`src/design/pmvf_pkg.sv`:
```
// ----------------------------------------------------------------------------
// pmvf_pkg
// Shared widths, register indexes and mode codes for the voxel fill unit.
// ----------------------------------------------------------------------------
package pmvf_pkg;

  localparam int PhasesDef     = 4;
  localparam int ComponentsDef = 2;
  localparam int PhiIn         = 4;
  localparam int ConIn         = 2;
  localparam int FracW         = 16;
  localparam int TempW         = 20;
  localparam int SumW          = 18;
  localparam int DenW          = 19;
  localparam int NumW          = 40;
  localparam int IdxW          = 3;
  localparam int CfgW          = 20;
  localparam int DivSteps      = 4;

  localparam logic [FracW-1:0] HalfQ15 = 16'd16384;

  typedef enum logic [1:0] {
    MODE_BULK   = 2'd0,
    MODE_IFACE  = 2'd1,
    MODE_HALF   = 2'd2,
    MODE_INTERP = 2'd3
  } fill_mode_t;

  localparam logic [IdxW-1:0] REG_TARGET_MASK = 3'd0;
  localparam logic [IdxW-1:0] REG_FILL_MODE   = 3'd1;
  localparam logic [IdxW-1:0] REG_ENABLE_MASK = 3'd2;
  localparam logic [IdxW-1:0] REG_CON_FILL_0  = 3'd3;
  localparam logic [IdxW-1:0] REG_CON_FILL_1  = 3'd4;
  localparam logic [IdxW-1:0] REG_TEMP_FILL   = 3'd5;
  localparam logic [IdxW-1:0] REG_IFACE_THR   = 3'd6;
  localparam logic [IdxW-1:0] REG_BULK_THR    = 3'd7;

endpackage

```
`src/design/pmvf_div.sv`:
```
// ----------------------------------------------------------------------------
// pmvf_div
// Pipelined restoring divider: quotient of a 40-bit numerator by a 19-bit
// denominator, five quotient bits per stage at the default 20-bit quotient, valid travels with the data.
// ----------------------------------------------------------------------------
module pmvf_div
  import pmvf_pkg::*;
#(
  parameter int QW = TempW
) (
  input  logic              clk,
  input  logic              rst_n,
  input  logic              in_vld,
  input  logic [NumW-1:0]   in_num,
  input  logic [DenW-1:0]   in_den,
  output logic              out_vld,
  output logic [QW-1:0]     out_quo
);

  localparam int BitsPerStage = (QW + DivSteps - 1) / DivSteps;
  localparam int QPad         = BitsPerStage * DivSteps;

  // quotient fits QW bits because result <= max operand, so the numerator bits
  // above QPad already form a partial remainder below the denominator
  logic              vld_r [1:DivSteps];
  logic [DenW:0]     rem_r [1:DivSteps-1];
  logic [QPad-1:0]   num_r [1:DivSteps];
  logic [DenW-1:0]   den_r [1:DivSteps-1];

  for (genvar s = 0; s < DivSteps; s++) begin : g_stage
    logic            vld_in;
    logic [DenW:0]   rem_in;
    logic [QPad-1:0] num_in;
    logic [DenW-1:0] den_in;
    logic [DenW:0]   rem_nxt;
    logic [QPad-1:0] num_nxt;
    logic [DenW+1:0] trial;

    if (s == 0) begin : g_first
      assign vld_in = in_vld;
      assign rem_in = (DenW+1)'(in_num >> QPad);
      assign num_in = in_num[QPad-1:0];
      assign den_in = in_den;
    end else begin : g_next
      assign vld_in = vld_r[s];
      assign rem_in = rem_r[s];
      assign num_in = num_r[s];
      assign den_in = den_r[s];
    end

    always_comb begin
      rem_nxt = rem_in;
      num_nxt = num_in;
      trial   = '0;
      for (int b = 0; b < BitsPerStage; b++) begin
        trial   = {rem_nxt, num_nxt[QPad-1]};
        num_nxt = {num_nxt[QPad-2:0], 1'b0};
        if (trial >= {2'b00, den_in}) begin
          trial      = trial - {2'b00, den_in};
          num_nxt[0] = 1'b1;
        end
        rem_nxt = trial[DenW:0];
      end
    end

    always_ff @(posedge clk) begin
      if (!rst_n) begin
        vld_r[s+1] <= 1'b0;
      end else begin
        vld_r[s+1] <= vld_in;
      end
      num_r[s+1] <= num_nxt;
    end

    if (s < DivSteps-1) begin : g_carry
      always_ff @(posedge clk) begin
        rem_r[s+1] <= rem_nxt;
        den_r[s+1] <= den_in;
      end
    end
  end

  assign out_vld = vld_r[DivSteps];
  assign out_quo = num_r[DivSteps][QW-1:0];

endmodule

```
`config.mk`:
```
export PLATFORM = sky130hd
export DESIGN_NAME = pmvf_div
export DESIGN_NICKNAME = d
export VERILOG_FILES = /design/src/design/pmvf_pkg.sv /design/src/design/pmvf_div.sv
export SDC_FILE = /design/constraint.sdc
export NUM_CORES = 1
export LEC_CHECK = 0
export BUFFER_PORTS_ARGS = -buffer_cell sky130_fd_sc_hd__buf_2
export CORE_AREA = 2 2 212 214
export DETAILED_ROUTE_END_ITERATION = 7
export DIE_AREA = 0 0 214 216
export GPL_ROUTABILITY_DRIVEN = 0
export PLACE_DENSITY = 0.77
export SLEW_MARGIN = 20
export SYNTH_ARGS = -nofsm -noshare
export SYNTH_HDL_FRONTEND = slang
export SYNTH_SLANG_ARGS = --single-unit
```
`constraint.sdc`:
```
create_clock -name clk -period 32 [get_ports clk]
set_clock_uncertainty 0.05 [all_clocks]
set_input_delay 6.4 -clock clk [delete_from_list [all_inputs] [get_ports clk]]
set_output_delay 6.4 -clock clk [all_outputs]
set_load 0.05 [all_outputs]
```
==> results_dict.tcl, run 1 <==
set metrics [dict create \
    worstHoldStart "num_r[0][72]" \
    cp.arrival_ns 22.53 \
    synth_enable_flop_cells 0 \
    grt_max_degree 37 \
    layout-drive-gt1-share_pct 10.12 \
    vias 25150 \
    area_delta_synth_final_pct 7.018 \
    dieArea_um2 46220 \
    cts_sinks 201 \
    io_buffer_count 82 \
    finalSetupTns_ns 0 \
    cp-startpoint "in_den[1]" \
    antenna_found_initial 1 \
    clk_path_buf_depth 3 \
    first_global_vias 24250 \
    crit_top_cell "o21ai_0" \
    hp-class "register to register" \
    dp_hpwl_um 61550 \
    n_antenna_cell 0 \
    via_per_inst 6.313 \
    htreeDepth 1 \
    post-cts-setup-buffer-count 0 \
    globalRoute.totalOverflow 0 \
    wl_um 76150 \
    slowest_delay_ns 0.74 \
    clkLatencyLatePin_ns 0.57 \
    critPathMaxFanout 32 \
    cts_made_buffers 26 \
    grt_usage_pct 31.80 \
    cp_slowest_cell "and2_1" \
    rsz0062_at_grt "no" \
    instances_no_fill 3983 \
    die_h_um 216 \
    postSynthCellCount 3306 \
    ant_nets 0 \
    die-width_um 214 \
    ys_top_cells_by_area "ha_1 (18%), dfxtp_1 (15%), xnor2_1 (6.2%)" \
    wl_per_cell_um 19.12 \
    ys_warn_count 0 \
    initial_core_util_pct 59.42 \
    setup_viol 0 \
    period_share_pct 69.19 \
    ys.flop_type "dfxtp_1" \
    ctsHoldBuffers 0 \
    yosysMostFrequentCell "ha_1" \
    hold_viol_final 0 \
    outcome "finished clean" \
    synth_common_cells "ha_1 (380), a21oi_1 (303), nor2_1 (265), nand2_1 (263), inv_1 (220)" \
    rows 77 \
    max_slew_margin_pct 43.34 \
    dp_cells 3936 \
    synth_seq_cells 201 \
    path_class "primary input to register" \
    syn_nets 3767 \
    maxCapViolCount 0 \
    cp-start-kind "primary input" \
    clk_pin_slew_worst_paths_ns 0.06 \
    synth_area_um2 26050 \
    final_max_slew_viol_count 0 \
    coreArea_um2 43840 \
    yosysTopAreaCell "ha_1" \
    period_minus_slack_ns 22.14 \
    root_buffer "clkbuf_16" \
    regToRegStartpoint "den_r[0][39]" \
    yosysTopAreaCellShare_pct 18.25 \
    seq_area_frac_synth_pct 15.45 \
    first_iter_violations 2145 \
    firstDrtPassIters 5 \
    grt_first_pass_wirelength_um 121400 \
    tightestPinTransition_ns 0.8499 \
    yosysUniqueCellTypes 102 \
    drc 0 \
    fmax_mhz 45.17 \
    layout.nets 3833 \
    worstPathRequired_ns 32.39 \
    num_io_pins 83 \
    endpoint_kind "register" \
    cts_tree "done" \
    async_flop_share_pct 0 \
    postSynthAreaPerCell_um2 7.878 \
    cts_resized 0 \
    utilization_pct 63.59 \
]
## logic make-up after synthesis
logic type / synth area share [%]
multiplexers: 8.094
adder cells (fa/ha/maj): 19.71
flip-flops: 15.45
XOR/XNOR: 9.180
AO/OA/AOI/OAI: 25.66
AND/OR/NAND/NOR: 17.54
buffers and inverters: 4.362
## worst max-delay path: cells and delay by family
kind            cells  cell delay, ns
compound gates     33            8.97
simple gates       18            3.71
fa+ha+maj           5            1.61
buf+inv             7            1.39
mux                 1            0.41
## final timing paths
check             cells past startpoint      endpoint  slack [ns]
setup / recovery                     64  rem_r[0][21]        9.86
hold / removal                        0  num_r[0][97]        0.27
setup reg to reg                     59  rem_r[0][64]       15.59
hold reg to reg                       0  num_r[0][97]        0.27
## flip-flops by register name, indices dropped and copies added, names as in the netlist
register,cells
den_r,57
num_r,80
rem_r,60
vld_r,4
## metrics by stage
| step | cell area, µm² | setup slack, ns | hold WS [ns] |
|---|---|---|---|
| 2_1_floorplan | 26050 | 11.88 | 0.2596 |
| 3_3_place_gp | 27000 | 10.41 | 0.2608 |
| 3_5_place_dp | 27000 | 9.792 | 0.2621 |
| 4_1_cts | 27870 | 10.23 | 0.2658 |
| 5_1_grt | 27870 | 8.544 | 0.2761 |
| 6_report | 27870 | 9.860 | 0.2688 |
## layer usage
| metal | part of all wire [%] | GRT usage, % |
|---|---|---|
| met5 | 0 | 0 |
| met1 | 42 | 39.23 |
| met2 | 46 | 54.07 |
| met3 | 6.8 | 3.946 |
| met4 | 5.7 | 17.06 |
## placed cells by master (no fill, tap or decap), drive strengths merged, types with 33 or more instances in the layout
master,instances
a21o,134
a21oi,307
buf,94
clkbuf,33
dfxtp,201
ha,380
inv,229
mux2,156
nand2,264
nand2b,45
nand3,63
nand4,57
nor2,267
nor2b,57
nor3,59
o21a,72
o21ai,221
o21bai,44
xnor2,185
xor2,88
## cell type report
class | count | area [µm²]
clock buffer | 33 | 718.2
clock inverter | 14 | 157.7
fill | 3778 | 15960
inverter | 224 | 840.8
multi-input combinational | 2825 | 20890
sequential | 201 | 4024
tap | 592 | 740.7
timing repair buffer | 94 | 500.5
Power of run 1 is not shown: default switching activity piles up to over one toggle a cycle in this logic, so the estimate is an artifact.
==> inputs of run 2 (changes only) <==
- ABC_AREA: default -> 1
- CORE_AREA: 2 2 212 214 -> 2 2 219 221
- DIE_AREA: 0 0 214 216 -> 0 0 221 223
- PLACE_DENSITY: 0.77 -> 0.79
- clock period: 32 -> 18.1 ns (I/O delays scaled with it)
==> run 2 against run 1 <==
Compared with the run above:
- routed wire length grew 8.5%
- flip-flop and latch count stayed put
- final cell count increased by 26%
- non-clock buffer count fell by 9
==> results_dict.tcl, run 2 <==
set metrics [dict create \
    cp-start-kind "primary input" \
    path_class "primary input to register" \
    ys_warn_count 0 \
    layout-drive-gt1-share_pct 4.852 \
    largest_reg_flops 80 \
    cts_sinks 201 \
    fmax_mhz 61.82 \
    root_buffer "clkbuf_16" \
    ys_top_cells_by_area "ha_1 (17%), nand2_1 (17%), dfxtp_1 (15%)" \
    slowest_delay_ns 0.63 \
    critPathMaxFanout 27 \
    seq_area_frac_synth_pct 14.65 \
    outcome "finished clean" \
    instances_no_fill 5027 \
    firstDrtPassIters 8 \
    yosysUniqueCellTypes 64 \
    antenna_found_initial 1 \
    hold_ws_ns 0.2700 \
    final_max_slew_viol_count 0 \
    postSynthAreaPerCell_um2 6.307 \
    yosysTopAreaCellShare_pct 17.31 \
    ys.flop_type "dfxtp_1" \
    yosysTopAreaCell "ha_1" \
    post-cts-setup-buffer-count 0 \
    max_slew_margin_pct 43.45 \
    synth_enable_flop_cells 0 \
    maxCapViolCount 0 \
    grt_max_degree 39 \
    layout.nets 4855 \
    crit_top_cell "nand2_1" \
    clkLatencyLatePin_ns 0.58 \
    coreArea_um2 47150 \
    dp_cells 4982 \
    clk_pin_slew_worst_paths_ns 0.06 \
    dieArea_um2 49280 \
    wl_um 82590 \
    via_per_inst 5.742 \
    ctsHoldBuffers 0 \
    clk_path_buf_depth 3 \
    hp-class "register to register" \
    num_io_pins 83 \
    synth_seq_cells 201 \
    cts_made_buffers 25 \
    synth_common_cells "nand2_1 (1247), inv_1 (511), a21oi_1 (404), ha_1 (380), o21ai_0 (326)" \
    cts_resized 0 \
    die_h_um 223 \
    die-width_um 221 \
    area_delta_synth_final_pct 5.729 \
    grt_usage_pct 32.44 \
    cp_slowest_cell "o21ai_0" \
    initial_core_util_pct 58.27 \
    rsz0062_at_grt "no" \
    cts_tree "done" \
    period_minus_slack_ns 16.18 \
    most-common-layout-cells "nand2_1 (1247), inv_1 (511), a21oi_1 (404)" \
    grt_first_pass_wirelength_um 131100 \
    ant_nets 0 \
    top_regs "num_r: 80 flops, rem_r: 60 flops, den_r: 57 flops" \
    setup_viol 0 \
    rows 80 \
    globalRoute.totalOverflow 0 \
    yosysMostFrequentCell "nand2_1" \
    wl_per_cell_um 16.43 \
    hold_viol_final 0 \
    tightestPinTransition_ns 0.8474 \
    io_buffer_count 82 \
    drc 0 \
    worstPathRequired_ns 18.51 \
    top_register "num_r" \
    vias 28870 \
    synth_area_um2 27470 \
    first_global_vias 26090 \
    utilization_pct 61.61 \
    endpoint_kind "register" \
    dp_hpwl_um 66660 \
    finalSetupTns_ns 0 \
    async_flop_share_pct 0 \
    period_share_pct 89.37 \
    htreeDepth 1 \
    cp.arrival_ns 16.59 \
    syn_nets 4817 \
    postSynthCellCount 4356 \
    final_common_cell "nand2_1" \
    first_iter_violations 2583 \
]
run 2: cell count changes after synthesis, moves of 51 or more:
| cell | change |
|---|---|
| nand2_1 | +984 |
| inv_1 | +291 |
| nand3_1 | +157 |
| mux2_2 | -139 |
| o21ai_0 | +114 |
| a21o_1 | -111 |
| a21oi_1 | +101 |
| xor2_1 | +86 |
| o21a_1 | -63 |
| nor2b_1 | -57 |
| xnor2_1 | -51 |
run 2: cell type report:
type,instances,area [µm²]
multi-input cells,3554,21030
repair buffers,85,432.9
clock inverters,17,172.7
diodes,1,2.502
flip-flops and latches,201,4024
inverters,527,1981
fillers,4575,18100
well taps,615,769.5
clock buffers,27,633.1
run 2: path summary, 6_finish.rpt:
check,startpoint,cells past startpoint,slack [ns],endpoint
min,num_r[0][47],0,0.27,num_r[0][72]
min reg2reg,num_r[0][47],0,0.27,num_r[0][72]
max,in_den[1],67,1.92,rem_r[0][26]
max reg2reg,den_r[0][30],65,3.86,rem_r[0][58]
run 2: per-stage QoR:
step           worst slack (ns)  cell area (µm²)
2_1_floorplan             5.019            27470
3_3_place_gp              2.274            28240
3_5_place_dp              1.679            28240
4_1_cts                   2.234            29040
5_1_grt                  0.3298            29040
6_report                  1.924            29050
run 2: critical path: cells and delay by family:
family | cells | cell delay (ns)
simple gates | 37 | 5.30
compound gates | 17 | 3.97
buf+inv | 8 | 1.91
fa+ha+maj | 5 | 1.75
run 2: cell families (layout without fill, tap and decap cells):
| logic type | after synthesis | after routing | share of synthesized area [%] |
|---|---|---|---|
| flip-flops | 201 | 201 | 14.65 |
| adder cells (fa/ha/maj) | 399 | 399 | 18.69 |
| AO/OA/AOI/OAI | 920 | 920 | 18.16 |
| XOR/XNOR | 308 | 308 | 9.819 |
| other | 0 | 1 | 0 |
| AND/OR/NAND/NOR | 1927 | 1927 | 29.87 |
| buffers and inverters | 601 | 656 | 8.817 |
run 2: per-layer routing:
| layer | GRT usage [%] | up-vias | wire length, µm |
|---|---|---|---|
| met5 | 0 | - | 13 |
| met4 | 16.11 | 2 | 4333 |
| met3 | 3.740 | 273 | 5931 |
| met2 | 53.24 | 1165 | 36380 |
| met1 | 42.23 | 12860 | 35930 |
| li1 | - | 14570 | - |
Power of run 2 is left out for the same reason.
